`config.mk`:
```
export PLATFORM = sky130hd
export DESIGN_NAME = framed_command_receiver_mecanum_unit
export DESIGN_NICKNAME = d
export VERILOG_FILES = /design/src/sv/frcm_pkg.sv /design/src/sv/frcm_parser.sv /design/src/sv/frcm_mix.sv /design/src/sv/framed_command_receiver_mecanum_unit.sv
export SDC_FILE = /design/constraint.sdc
export NUM_CORES = 1
export LEC_CHECK = 0
export ABC_AREA = 0
export BUFFER_PORTS_ARGS = -buffer_cell sky130_fd_sc_hd__clkbuf_2
export CAP_MARGIN = 5
export CORE_UTILIZATION = 45
export CTS_BUF_LIST = sky130_fd_sc_hd__clkbuf_8
export CTS_CLUSTER_DIAMETER = 150
export DETAILED_ROUTE_END_ITERATION = 8
export PLACE_DENSITY = 0.62
export REMOVE_ABC_BUFFERS = 1
export SLEW_MARGIN = 0
export SYNTH_ARGS = -nofsm -noshare
export SYNTH_HDL_FRONTEND = slang
export SYNTH_SLANG_ARGS = --single-unit
```
`constraint.sdc`:
```
create_clock -name clk -period 4.7 [get_ports clk]
set_clock_uncertainty 0.1 [all_clocks]
set_input_delay 0.94 -clock clk [delete_from_list [all_inputs] [get_ports clk]]
set_output_delay 0.94 -clock clk [all_outputs]
set_load 0.01 [all_outputs]
```
`src/sv/frcm_pkg.sv`:
```
// Shared types, constants and helper functions of the framed command receiver.
// Used by frcm_parser, frcm_mix and framed_command_receiver_mecanum_unit.
package frcm_pkg;

  // Frame sync bytes.
  localparam logic [7:0] SYNC_FIRST  = 8'h55;
  localparam logic [7:0] SYNC_SECOND = 8'hAA;

  // Payload bytes kept for decoding and expected payload lengths.
  localparam int         HEAD_BYTES  = 6;
  localparam logic [7:0] CTRL_LEN    = 8'd6;
  localparam logic [7:0] HBEAT_LEN   = 8'd1;

  // Watchdog timing.
  localparam logic [15:0] TICK_MS      = 16'd10;
  localparam logic [15:0] WD_SAT_START = 16'd65525;
  localparam logic [15:0] WD_MAX       = 16'hFFFF;

  // Configuration reset values.
  localparam logic [15:0] FAILSAFE_LIMIT_RST = 16'd500;
  localparam logic [7:0]  CTRL_CMD_RST       = 8'd1;
  localparam logic [7:0]  HBEAT_CMD_RST      = 8'd2;

  // Configuration register indexes.
  typedef enum logic [1:0] {
    CFG_FAILSAFE_LIMIT = 2'd0,
    CFG_CONTROL_CMD    = 2'd1,
    CFG_HEARTBEAT_CMD  = 2'd2
  } cfg_index_t;

  // Parser phases, one-hot.
  typedef enum logic [5:0] {
    PH_IDLE    = 6'b000001,
    PH_HEADER  = 6'b000010,
    PH_CMD     = 6'b000100,
    PH_LEN     = 6'b001000,
    PH_PAYLOAD = 6'b010000,
    PH_CHECK   = 6'b100000
  } phase_t;

  typedef struct packed {
    logic       operation;
    logic [7:0] rx_byte;
  } in_item_t;

  typedef struct packed {
    logic signed [15:0] vel_x;
    logic signed [15:0] vel_y;
    logic signed [15:0] rot_z;
    logic signed [15:0] wheel_front_left;
    logic signed [15:0] wheel_front_right;
    logic signed [15:0] wheel_rear_left;
    logic signed [15:0] wheel_rear_right;
    logic        [7:0]  peer_status;
    logic               link_up;
    logic               failsafe_on;
    logic        [15:0] good_frames;
    logic        [15:0] bad_frames;
  } out_item_t;

  // What the parser reports for the byte it is taking right now.
  typedef struct packed {
    logic                          good;
    logic                          error;
    logic [7:0]                    command;
    logic [7:0]                    length;
    logic [HEAD_BYTES-1:0][7:0]    head;
  } evt_t;

  typedef struct packed {
    logic signed [15:0] front_left;
    logic signed [15:0] front_right;
    logic signed [15:0] rear_left;
    logic signed [15:0] rear_right;
  } wheels_t;

  function automatic logic signed [15:0] sat16(input logic signed [17:0] v);
    logic signed [15:0] r;
    if (v > 18'sd32767) begin
      r = 16'sh7FFF;
    end else if (v < -18'sd32768) begin
      r = 16'sh8000;
    end else begin
      r = v[15:0];
    end
    return r;
  endfunction

endpackage

```
`src/sv/frcm_parser.sv`:
```
// Byte-level frame parser: sync detection, running sum checksum, payload capture.
// Depends on frcm_pkg.
module frcm_parser #(
  parameter int MAX_FRAME_BYTES = 64
) (
  input  logic              clk,
  input  logic              rst,
  input  logic              take,
  input  logic [7:0]        rx_byte,
  output frcm_pkg::evt_t    evt
);

  localparam logic [7:0] LEN_LIMIT = 8'(MAX_FRAME_BYTES - 5);

  frcm_pkg::phase_t phase, phase_next;
  logic [7:0] command, command_next;
  logic [7:0] length, length_next;
  logic [7:0] count, count_next;
  logic [7:0] sum, sum_next;
  logic [frcm_pkg::HEAD_BYTES-1:0][7:0] head;
  logic       head_we;
  logic [7:0] sum_add;
  logic       good_hit;
  logic       error_hit;

  assign sum_add = sum + rx_byte;

  always_comb begin
    phase_next   = phase;
    command_next = command;
    length_next  = length;
    count_next   = count;
    sum_next     = sum;
    head_we      = 1'b0;
    good_hit     = 1'b0;
    error_hit    = 1'b0;
    case (phase)
      frcm_pkg::PH_IDLE: begin
        if (rx_byte == frcm_pkg::SYNC_FIRST) begin
          sum_next   = frcm_pkg::SYNC_FIRST;
          phase_next = frcm_pkg::PH_HEADER;
        end
      end
      frcm_pkg::PH_HEADER: begin
        if (rx_byte == frcm_pkg::SYNC_SECOND) begin
          sum_next   = sum_add;
          phase_next = frcm_pkg::PH_CMD;
        end else if (rx_byte == frcm_pkg::SYNC_FIRST) begin
          // A repeated first sync byte restarts the header.
          sum_next = frcm_pkg::SYNC_FIRST;
        end else begin
          phase_next  = frcm_pkg::PH_IDLE;
          count_next  = '0;
          length_next = '0;
        end
      end
      frcm_pkg::PH_CMD: begin
        command_next = rx_byte;
        sum_next     = sum_add;
        phase_next   = frcm_pkg::PH_LEN;
      end
      frcm_pkg::PH_LEN: begin
        length_next = rx_byte;
        count_next  = '0;
        sum_next    = sum_add;
        if (rx_byte == 8'd0) begin
          phase_next = frcm_pkg::PH_CHECK;
        end else if (rx_byte > LEN_LIMIT) begin
          error_hit   = 1'b1;
          phase_next  = frcm_pkg::PH_IDLE;
          length_next = '0;
        end else begin
          phase_next = frcm_pkg::PH_PAYLOAD;
        end
      end
      frcm_pkg::PH_PAYLOAD: begin
        head_we    = (count < 8'(frcm_pkg::HEAD_BYTES));
        count_next = count + 8'd1;
        sum_next   = sum_add;
        if (count_next >= length) begin
          phase_next = frcm_pkg::PH_CHECK;
        end
      end
      frcm_pkg::PH_CHECK: begin
        if (rx_byte == sum) begin
          good_hit = 1'b1;
        end else begin
          error_hit = 1'b1;
        end
        phase_next  = frcm_pkg::PH_IDLE;
        count_next  = '0;
        length_next = '0;
      end
      default: begin
        phase_next  = frcm_pkg::PH_IDLE;
        count_next  = '0;
        length_next = '0;
      end
    endcase
  end

  // The frame fields are read while still in the check phase, before they clear.
  assign evt = {good_hit, error_hit, command, length, head};

  always_ff @(posedge clk) begin
    if (rst) begin
      phase   <= frcm_pkg::PH_IDLE;
      command <= '0;
      length  <= '0;
      count   <= '0;
      sum     <= '0;
    end else if (take) begin
      phase   <= phase_next;
      command <= command_next;
      length  <= length_next;
      count   <= count_next;
      sum     <= sum_next;
    end
  end

  always_ff @(posedge clk) begin
    if (take && head_we) begin
      head[count[2:0]] <= rx_byte;
    end
  end

endmodule

```
`src/sv/frcm_mix.sv`:
```
// Mecanum wheel mixing with 16-bit saturation.
// Depends on frcm_pkg.
module frcm_mix (
  input  logic signed [15:0] vel_x,
  input  logic signed [15:0] vel_y,
  input  logic signed [15:0] rot_z,
  output frcm_pkg::wheels_t  wheels
);

  logic signed [17:0] x, y, z;

  assign x = $signed({{2{vel_x[15]}}, vel_x});
  assign y = $signed({{2{vel_y[15]}}, vel_y});
  assign z = $signed({{2{rot_z[15]}}, rot_z});

  assign wheels.front_left  = frcm_pkg::sat16(x - y - z);
  assign wheels.front_right = frcm_pkg::sat16(x + y + z);
  assign wheels.rear_left   = frcm_pkg::sat16(x + y - z);
  assign wheels.rear_right  = frcm_pkg::sat16(x - y + z);

endmodule

```
`src/sv/framed_command_receiver_mecanum_unit.sv`:
```
// Top level of the framed command receiver for a mecanum-wheel base.
// Depends on frcm_pkg, frcm_parser and frcm_mix.
//
//   Port group      Direction  Handshake            Contents
//   in_*            input      in_valid / in_ready  operation (byte or tick), rx_byte
//   out_*           output     out_valid/out_ready  velocities, wheels, status, flags, counters
//   cfg_*           input      cfg_we only          failsafe limit, control and heartbeat command
//
// One transaction is taken per clock cycle at full rate while out_ready is high. An
// accepted item is held in the input register, then the parser and the state update run in
// one step, whose result is registered in the state; that single update step sets the rate.
// The result register is the state itself: the status outputs show the state after the
// latest processed item. While a result waits for out_ready, one more transaction is
// still taken into the input register; only then does in_ready drop.
// Reset is synchronous; no memory needs a clearing pass.
module framed_command_receiver_mecanum_unit #(
  parameter int MAX_FRAME_BYTES = 64
) (
  input  logic                 clk,
  input  logic                 rst,
  input  logic                 in_valid,
  output logic                 in_ready,
  input  frcm_pkg::in_item_t   in_data,
  output logic                 out_valid,
  input  logic                 out_ready,
  output frcm_pkg::out_item_t  out_data,
  input  logic                 cfg_we,
  input  logic [1:0]           cfg_index,
  input  logic [15:0]          cfg_data
);

  // Configuration registers.
  logic [15:0] failsafe_limit;
  logic [7:0]  control_cmd;
  logic [7:0]  heartbeat_cmd;

  always_ff @(posedge clk) begin
    if (rst) begin
      failsafe_limit <= frcm_pkg::FAILSAFE_LIMIT_RST;
      control_cmd    <= frcm_pkg::CTRL_CMD_RST;
      heartbeat_cmd  <= frcm_pkg::HBEAT_CMD_RST;
    end else if (cfg_we) begin
      case (frcm_pkg::cfg_index_t'(cfg_index))
        frcm_pkg::CFG_FAILSAFE_LIMIT: failsafe_limit <= cfg_data;
        frcm_pkg::CFG_CONTROL_CMD:    control_cmd    <= cfg_data[7:0];
        frcm_pkg::CFG_HEARTBEAT_CMD:  heartbeat_cmd  <= cfg_data[7:0];
        default: ;
      endcase
    end
  end

  // Input register. It advances whenever the result slot is free or being emptied.
  logic               s1_valid;
  frcm_pkg::in_item_t s1_item;
  logic               s1_go;

  assign s1_go    = s1_valid && (!out_valid || out_ready);
  assign in_ready = !s1_valid || s1_go;

  always_ff @(posedge clk) begin
    if (rst) begin
      s1_valid <= 1'b0;
    end else if (in_valid && in_ready) begin
      s1_valid <= 1'b1;
    end else if (s1_go) begin
      s1_valid <= 1'b0;
    end
  end

  always_ff @(posedge clk) begin
    if (in_valid && in_ready) begin
      s1_item <= in_data;
    end
  end

  always_ff @(posedge clk) begin
    if (rst) begin
      out_valid <= 1'b0;
    end else if (s1_go) begin
      out_valid <= 1'b1;
    end else if (out_ready) begin
      out_valid <= 1'b0;
    end
  end

  // Parser only sees received bytes, never ticks.
  logic           is_tick;
  logic           take_byte;
  frcm_pkg::evt_t evt;

  assign is_tick   = s1_item.operation;
  assign take_byte = s1_go && !is_tick;

  frcm_parser #(
    .MAX_FRAME_BYTES (MAX_FRAME_BYTES)
  ) u_parser (
    .clk     (clk),
    .rst     (rst),
    .take    (take_byte),
    .rx_byte (s1_item.rx_byte),
    .evt     (evt)
  );

  // Velocity decode from the captured payload, little-endian 16-bit words.
  logic signed [15:0] new_vx, new_vy, new_wz;
  frcm_pkg::wheels_t  new_wheels;

  assign new_vx = $signed({evt.head[1], evt.head[0]});
  assign new_vy = $signed({evt.head[3], evt.head[2]});
  assign new_wz = $signed({evt.head[5], evt.head[4]});

  frcm_mix u_mix (
    .vel_x  (new_vx),
    .vel_y  (new_vy),
    .rot_z  (new_wz),
    .wheels (new_wheels)
  );

  // Architectural state; it also serves as the result register.
  logic signed [15:0] vel_x, vel_x_next;
  logic signed [15:0] vel_y, vel_y_next;
  logic signed [15:0] rot_z, rot_z_next;
  frcm_pkg::wheels_t  wheels, wheels_next;
  logic [7:0]         status, status_next;
  logic               link, link_next;
  logic               failsafe, failsafe_next;
  logic [15:0]        watchdog, watchdog_next;
  logic [15:0]        good_cnt, good_cnt_next;
  logic [15:0]        bad_cnt, bad_cnt_next;

  logic [15:0] wd_inc;
  logic        is_ctrl, is_hbeat;
  logic        len_wrong;

  assign wd_inc   = (watchdog > frcm_pkg::WD_SAT_START) ? frcm_pkg::WD_MAX
                                                       : watchdog + frcm_pkg::TICK_MS;
  // When both command registers match, the frame is treated as a control frame.
  assign is_ctrl  = (evt.command == control_cmd);
  assign is_hbeat = !is_ctrl && (evt.command == heartbeat_cmd);
  assign len_wrong = (is_ctrl && evt.length != frcm_pkg::CTRL_LEN) ||
                     (is_hbeat && evt.length != frcm_pkg::HBEAT_LEN);

  always_comb begin
    vel_x_next    = vel_x;
    vel_y_next    = vel_y;
    rot_z_next    = rot_z;
    wheels_next   = wheels;
    status_next   = status;
    link_next     = link;
    failsafe_next = failsafe;
    watchdog_next = watchdog;
    good_cnt_next = good_cnt;
    bad_cnt_next  = bad_cnt;
    if (is_tick) begin
      watchdog_next = wd_inc;
      // The timeout is judged on the incremented watchdog value.
      if (wd_inc >= failsafe_limit && !failsafe) begin
        failsafe_next = 1'b1;
        link_next     = 1'b0;
        vel_x_next    = '0;
        vel_y_next    = '0;
        rot_z_next    = '0;
        wheels_next   = '0;
      end
    end else begin
      if (evt.good) begin
        watchdog_next = '0;
        failsafe_next = 1'b0;
        link_next     = 1'b1;
        good_cnt_next = good_cnt + 16'd1;
        if (is_ctrl && !len_wrong) begin
          vel_x_next  = new_vx;
          vel_y_next  = new_vy;
          rot_z_next  = new_wz;
          wheels_next = new_wheels;
        end
        if (is_hbeat && !len_wrong) begin
          status_next = evt.head[0];
        end
      end
      // A good frame with a bad length for its command is also an error.
      if (evt.error || (evt.good && len_wrong)) begin
        bad_cnt_next = bad_cnt + 16'd1;
      end
    end
  end

  always_ff @(posedge clk) begin
    if (rst) begin
      vel_x    <= '0;
      vel_y    <= '0;
      rot_z    <= '0;
      wheels   <= '0;
      status   <= '0;
      link     <= 1'b0;
      failsafe <= 1'b1;
      watchdog <= '0;
      good_cnt <= '0;
      bad_cnt  <= '0;
    end else if (s1_go) begin
      vel_x    <= vel_x_next;
      vel_y    <= vel_y_next;
      rot_z    <= rot_z_next;
      wheels   <= wheels_next;
      status   <= status_next;
      link     <= link_next;
      failsafe <= failsafe_next;
      watchdog <= watchdog_next;
      good_cnt <= good_cnt_next;
      bad_cnt  <= bad_cnt_next;
    end
  end

  assign out_data.vel_x             = vel_x;
  assign out_data.vel_y             = vel_y;
  assign out_data.rot_z             = rot_z;
  assign out_data.wheel_front_left  = wheels.front_left;
  assign out_data.wheel_front_right = wheels.front_right;
  assign out_data.wheel_rear_left   = wheels.rear_left;
  assign out_data.wheel_rear_right  = wheels.rear_right;
  assign out_data.peer_status       = status;
  assign out_data.link_up           = link;
  assign out_data.failsafe_on       = failsafe;
  assign out_data.good_frames       = good_cnt;
  assign out_data.bad_frames        = bad_cnt;

endmodule
```
==> flow_summary.ini, run 1 <==
[place]
dpl_cell_area_um2 = 20200
gp_congestion = 0.914
place_inst = 2826
place_ws_ps = -468
dp_hpwl_mm = 39.0
portBuffers = 187

[sta]
drv_slew = 0
setup_viol = 28
max_slew.worst_pin.slew_ps = 1270
period_share = 1.02
holdWs_ps = 347
timing.final.ws_setup_ps = -78.0
fin_setup_tns_ps = -1310
hold_viol_final = 0
max_freq_mhz = 209
layout_min_cycle_time_ps = 4780
relSlewSlack = 0.151
rsz0062_at_grt = yes

[routing]
drtIter0Drc = 880
final_antenna_net_count = 0
top_layer = met4
viasPerCell = 5.45
route.met3.wl_mm = 2.59
vias = 16159
dr.pass1.iters = 5
avgRoutedWirePerCell_um = 18.1
drt-total-wl_mm = 53.6
wl_met2_mm = 25.7
drc = 0
wl_met1_mm = 23.8

[layout]
final_area_um2 = 22800
antenna_cells = 0
fin_nets = 2579
drive_gt1_frac = 0.269
area_growth_pct = 27.0
utilization = 0.584
final_cells = 2963
fillerInstances = 3489

[global_route]
grt_overflow = 0
grt_pass1_vias = 15854
grt_pass1_wl_mm = 84.2
antenna_found_initial = 0
grt_max_degree = 74
track_usage = 0.257

[worst_setup_path]
crit_buf_inv = 7
slowest_delay_ps = 410
crit_chain = inv_1 -> ha_2 -> fa_2 -> nor2b_2 -> o21ai_2 -> a21boi_2 -> o21ai_2 -> a211o_1 -> a311oi_2 -> buf_4 -> o31a_1 -> ha_4 -> buf_6 -> buf_4 -> buf_4 -> o31a_1 -> a221o_1 -> buf_6 -> a211oi_4 -> buf_6 -> a21oi_2 -> a21oi_1
crit_type = flip-flop to flip-flop
arrival_ps = 5270
crit_path_start_kind = flip-flop
timing.rr.start = u_parser.evt[0]$_DFFE_PP_
crit_path_max_fanout = 6
startpoint = u_parser.evt[0]$_DFFE_PP_
cp.required_ps = 5190
endpoint_kind = flip-flop
path_delay_family = compound AO/OA/AOI/OAI gates
slowest_stage = fa_2

[die]
fp.dieW_um = 202
die-area_um2 = 40700
rows = 72
dieHeight_um = 202
top_level_ports = 188
core_um2 = 39000
initial_core_util = 0.460

[power_and_ir_drop]
p_switching_mw = 1.29
p_int_mw = 4.19
total_power_mw = 5.48
p_clk_frac = 0.488
p_seq_frac = 0.484
netSwitchingFraction = 0.236
p_leak_nw = 9.41
ir_worst_vdd_v = 0.000224
power_density_nw_per_um2 = 241
combPwrFrac = 0.028

[synth]
yosys_warnings = 0
synth_seq_area_share = 0.366
synth.avg_cell_area_um2 = 8.58
synth_flop_cell = dfxtp_1
syn_area_um2 = 17900
synth_cells = 2089
ys_types = 101
synth_edf_count = 57
async_flop_share = 0
ys_ff_latch = 299

[cts]
cts_hold_buf = 0
h-tree-depth = 2
cts.sinks = 299
clkTransAtPathRegs_ps = 60
cts_buffer_depth = 3
cts_tree = built
cts_inserted_buffers = 52
clockRootBuffer = clkbuf_8
clkLatencyLatePin_ps = 670

[worst_hold_path]
hp-start = in_data[2]
min_path_type = primary input to flip-flop

[run_status]
status = complete, but fails checks
violations = setup timing

[job]
max_cap_viol_count = 0
## final timing paths
kind / end / slack (ps) / cells past startpoint
hold reg to reg: out_data[73]$_SDFFE_PP0P_ / 350 / 2
setup / recovery: out_data[49]$_SDFFE_PP0P_ / -80 / 22
setup reg to reg: out_data[49]$_SDFFE_PP0P_ / -80 / 22
hold / removal: s1_item[2]$_DFFE_PP_ / 350 / 1
## registers in the layout (all words and copies together) (netlist names), 16 cells and up
register	cells
bad_cnt	16
failsafe_limit	16
good_cnt	16
out_data	64
rot_z	16
u_parser.evt	48
vel_x	16
vel_y	16
watchdog	16
## per-layer routing
metal,GRT usage,vias up
met1,0.334,7648
li1,-,7994
met5,0,-
met2,0.433,417
met4,0.0841,0
met3,0.0395,100
## synthesized netlist by cell type (11+ instances only)
| cell type | count | area [um^2] |
|---|---|---|
| o21bai_1 | 17 | 128 |
| and3_1 | 17 | 106 |
| xnor2_1 | 71 | 622 |
| a211o_1 | 17 | 149 |
| o31ai_1 | 11 | 82.6 |
| nand3_1 | 106 | 531 |
| clkbuf_1 | 60 | 225 |
| nand2b_1 | 21 | 131 |
| dfxtp_1 | 242 | 4840 |
| o211ai_1 | 12 | 90.1 |
| nand2_1 | 181 | 679 |
| ha_1 | 135 | 1690 |
| o21ai_0 | 79 | 395 |
| buf_2 | 27 | 135 |
| edfxtp_1 | 57 | 1710 |
| a22oi_1 | 15 | 113 |
| a21o_1 | 18 | 135 |
| xor2_1 | 50 | 438 |
| nor3_1 | 34 | 170 |
| o21ai_1 | 23 | 115 |
| or4_1 | 14 | 105 |
| a21oi_1 | 243 | 1220 |
| nor4_1 | 15 | 93.8 |
| o21a_1 | 13 | 97.6 |
| nor2b_1 | 38 | 238 |
| nor2_1 | 192 | 721 |
| inv_1 | 120 | 450 |
| or3_1 | 19 | 119 |
| mux2i_1 | 36 | 360 |
## power by group through the flow
stage,Sequential [mW],Combinational [mW],Clock (mW)
floorplan,2.70,0.0659,0
global placement,2.70,0.152,0
finish,2.65,0.155,2.67
CTS,2.65,0.155,2.74
global route,2.65,0.172,2.85
detailed placement,2.70,0.155,0
## cell families (layout without fill, tap and decap cells)
| group | count (synthesis) | count (layout) | synth area share |
|---|---|---|---|
| compound gates | 553 | 553 | 0.203 |
| buf+inv | 229 | 585 | 0.0530 |
| fa+ha+maj | 142 | 142 | 0.102 |
| mux | 36 | 36 | 0.0201 |
| xor+xnor | 123 | 123 | 0.0615 |
| flops | 299 | 299 | 0.366 |
| simple gates | 707 | 707 | 0.195 |
## final cells by class
type                       count  area, um^2  area share
clock inverter                34         324      0.0142
clock buffer                  60         826      0.0363
sequential                   299        6560       0.288
timing repair buffer         367        2610       0.114
inverter                     124         465      0.0204
tap                          518         648      0.0285
multi-input combinational   1561       11300       0.498
## timing repair
action,in CTS,in global routing
resized for setup,55,154
gates cloned,1,3
endpoints found under the hold margin,0,0
pin swaps,16,80
setup endpoints to repair,61,63
setup buffers,15,26
## worst reg2reg max path: cells and delay by family, from the launching register on
| kind | cells | cell delay, ps |
|---|---|---|
| compound gates | 11 | 2330 |
| buf+inv | 7 | 920 |
| fa+ha+maj | 3 | 860 |
| flops | 1 | 360 |
| simple gates | 1 | 140 |
## placed cells by master (no fill, tap or decap), types with 10 or more instances in the layout
master,Yosys,routed
xor2_1,50,46
and3_1,17,15
nand2_1,181,176
a21oi_1,243,208
o21ai_0,79,61
xnor2_1,71,67
o21ai_1,23,30
clkinv_2,0,10
nor2_1,192,186
o21a_1,13,13
or4_1,14,12
nor2b_1,38,34
o211ai_1,12,12
a22oi_1,15,14
or3_1,19,18
mux2i_1,36,36
nand3_2,2,11
buf_12,0,14
dfxtp_1,242,242
edfxtp_1,57,57
ha_4,0,12
a21oi_2,5,36
nand2b_1,21,21
o21bai_1,17,16
buf_4,9,141
inv_1,120,124
clkbuf_2,1,186
nor3_1,34,32
o21ai_2,5,13
ha_1,135,119
nor4_1,15,12
buf_6,3,23
a21o_1,18,18
clkbuf_8,0,60
nand3_1,106,96
a211o_1,17,17
o31ai_1,11,10
(Power assumes the default switching activity.)
==> run 2: changes to the inputs <==
--- a/config.mk
+++ b/config.mk
@@ -12,7 +12,7 @@
 export CTS_BUF_LIST = sky130_fd_sc_hd__clkbuf_8
 export CTS_CLUSTER_DIAMETER = 150
 export DETAILED_ROUTE_END_ITERATION = 8
-export PLACE_DENSITY = 0.62
+export PLACE_DENSITY = 0.77
 export REMOVE_ABC_BUFFERS = 1
 export SLEW_MARGIN = 0
 export SYNTH_ARGS = -nofsm -noshare
==> run 2 against run 1 <==
Compared with the run above: the run now ends clean; core utilization decreased by 1.8 points; global-route usage decreased by 0.53 points; hold slack improved by 0.86 ps; sequential power about the same; wire length decreased by 0.12%; cell count decreased by 0.84%; clock power decreased by 8.6%; power decreased by 4.3%; critical path type unchanged; largest cell class unchanged; largest power group is now registers; highest routed layer unchanged.
==> flow_summary.ini, run 2 (synthesis results as in run 1) <==
[run_status]
status = complete, no violations

[sta]
max_slew.worst_pin.slew_ps = 1170
max_freq_mhz = 213
hold_viol_final = 0
layout_min_cycle_time_ps = 4690
setup_viol = 0
period_share = 0.997
relSlewSlack = 0.215
drv_slew = 0
rsz0062_at_grt = yes

[place]
dpl_cell_area_um2 = 20200
gp_congestion = 0.942
portBuffers = 187
dp_hpwl_mm = 39.3

[cts]
cts_hold_buf = 0
h-tree-depth = 2
cts.sinks = 299
cts_inserted_buffers = 51
clockRootBuffer = clkbuf_8
cts_tree = built
clkTransAtPathRegs_ps = 60
cts_buffer_depth = 3
clkLatencyLatePin_ps = 650

[worst_setup_path]
crit_path_start_kind = flip-flop
arrival_ps = 5150
crit_buf_inv = 3
endpoint_kind = flip-flop
cp.required_ps = 5170
crit_chain = buf_6 -> ha_4 -> nor2b_1 -> o21bai_1 -> a21oi_1 -> o22a_1 -> a221o_1 -> o41ai_4 -> o31ai_2 -> nor4_1 -> a311o_1 -> ha_4 -> or3_1 -> a311oi_2 -> a311oi_4 -> a2111oi_4 -> buf_4 -> clkbuf_16 -> a21oi_1 -> o21ai_1
path_delay_family = compound AO/OA/AOI/OAI gates
slowest_delay_ps = 420
crit_type = flip-flop to flip-flop
crit_path_max_fanout = 7
slowest_stage = edfxtp_1

[layout]
area_growth_pct = 23.0
fin_nets = 2552
final_common_cell = dfxtp_1
mostFrequentLayoutCells = dfxtp_1 (242), a21oi_1 (233), nor2_1 (188)
largest_reg_flops = 64
final_area_um2 = 22100
drive_gt1_frac = 0.239

[global_route]
grt_max_degree = 105
grt_pass1_wl_mm = 82.2
antenna_found_initial = 1
grt_pass1_vias = 15873
grt_overflow = 0
track_usage = 0.251

[power_and_ir_drop]
netSwitchingFraction = 0.239
ir_worst_vdd_v = 0.000234
p_seq_frac = 0.505
p_switching_mw = 1.25
p_int_mw = 3.99
p_clk_frac = 0.466
p_leak_nw = 9.15
combPwrFrac = 0.030
power_density_nw_per_um2 = 238
total_power_mw = 5.24

[worst_hold_path]
min_path_type = flip-flop to flip-flop

[die]
fp.dieW_um = 202
die-area_um2 = 40700
rows = 72
top_level_ports = 188
core_um2 = 39000
initial_core_util = 0.460
dieHeight_um = 202

[routing]
viasPerCell = 5.59
avgRoutedWirePerCell_um = 18.2
vias = 16424
drtIter0Drc = 1102
final_antenna_net_count = 0
drc = 0
dr.pass1.iters = 6
drt-total-wl_mm = 53.5

[job]
max_cap_viol_count = 0
-- run 2: cell count changes in the layout (fill, tap and decap cells not counted), moves of 4 or more --
cell and change:
nand3_1 +9, clkinv_1 -8, o21ai_0 +6, bufinv_16 -4, buf_12 -6, ha_1 -6, inv_1 +13, a21oi_4 -4
buf_6 -14, nand3_2 -8, a21oi_1 +25, buf_4 -6, a21oi_2 -21
-- run 2: power by group through the flow --
stage	Combinational [mW]	Sequential, mW	Clock (mW)
after detailed placement	0.154	2.70	0
final	0.155	2.65	2.44
after floorplan	0.0659	2.70	0
after CTS	0.155	2.65	2.50
after global routing	0.170	2.65	2.61
after global placement	0.148	2.70	0
-- run 2: area by class of cell --
cell class	count	area (um^2)
clock buffer	62	853
inverter	124	465
fill	3445	17000
clock inverter	32	204
tap	518	648
multi-input combinational	1561	11000
sequential	299	6560
timing repair buffer	341	2280
antenna	1	2.50
-- run 2: layer usage --
metal,routed length [um],GRT usage,vias up
met5,0,0,-
met4,1910,0.0988,0
met3,3200,0.0458,120
met2,25800,0.431,550
met1,22600,0.311,7797
li1,-,-,7957
-- run 2: path summary, 6_finish.rpt --
check             slack [ps]                    endpoint  depth (start not counted)                       start
setup / recovery          10   out_data[81]$_SDFFE_PP0P_                         20   u_parser.evt[1]$_DFFE_PP_
hold / removal           350  out_data[101]$_SDFFE_PP0P_                          2  out_data[101]$_SDFFE_PP0P_
setup reg to reg          10   out_data[81]$_SDFFE_PP0P_                         20   u_parser.evt[1]$_DFFE_PP_
hold reg to reg          350  out_data[101]$_SDFFE_PP0P_                          2  out_data[101]$_SDFFE_PP0P_
-- run 2: timing repair --
item / 4_1_cts / 5_1_grt
pin swaps: 4 / 49
resized for setup: 21 / 109
gates cloned: 0 / 4
setup endpoints to repair: 61 / 64
setup buffers: 3 / 15
hold endpoints to repair: 0 / 0
-- run 2: stage by stage --
stage           util  setup WS [ps]  hold slack [ps]  instances  setup TNS [ps]
2_1_floorplan      -           40.3              326       1984               0
3_3_place_gp   0.517           -163              342       2821           -5090
3_5_place_dp   0.517           -381              339       2821          -11810
4_1_cts        0.547          0.743              322       2918               0
5_1_grt        0.565           -265              319       2937          -11390
6_report       0.565           12.7              347       2938               0
-- run 2: tightest hold or removal path, cell delays in order, from the launching register on --
cell,delay (ps)
dfxtp_1,310
nand2_1,50
o21ai_1,50
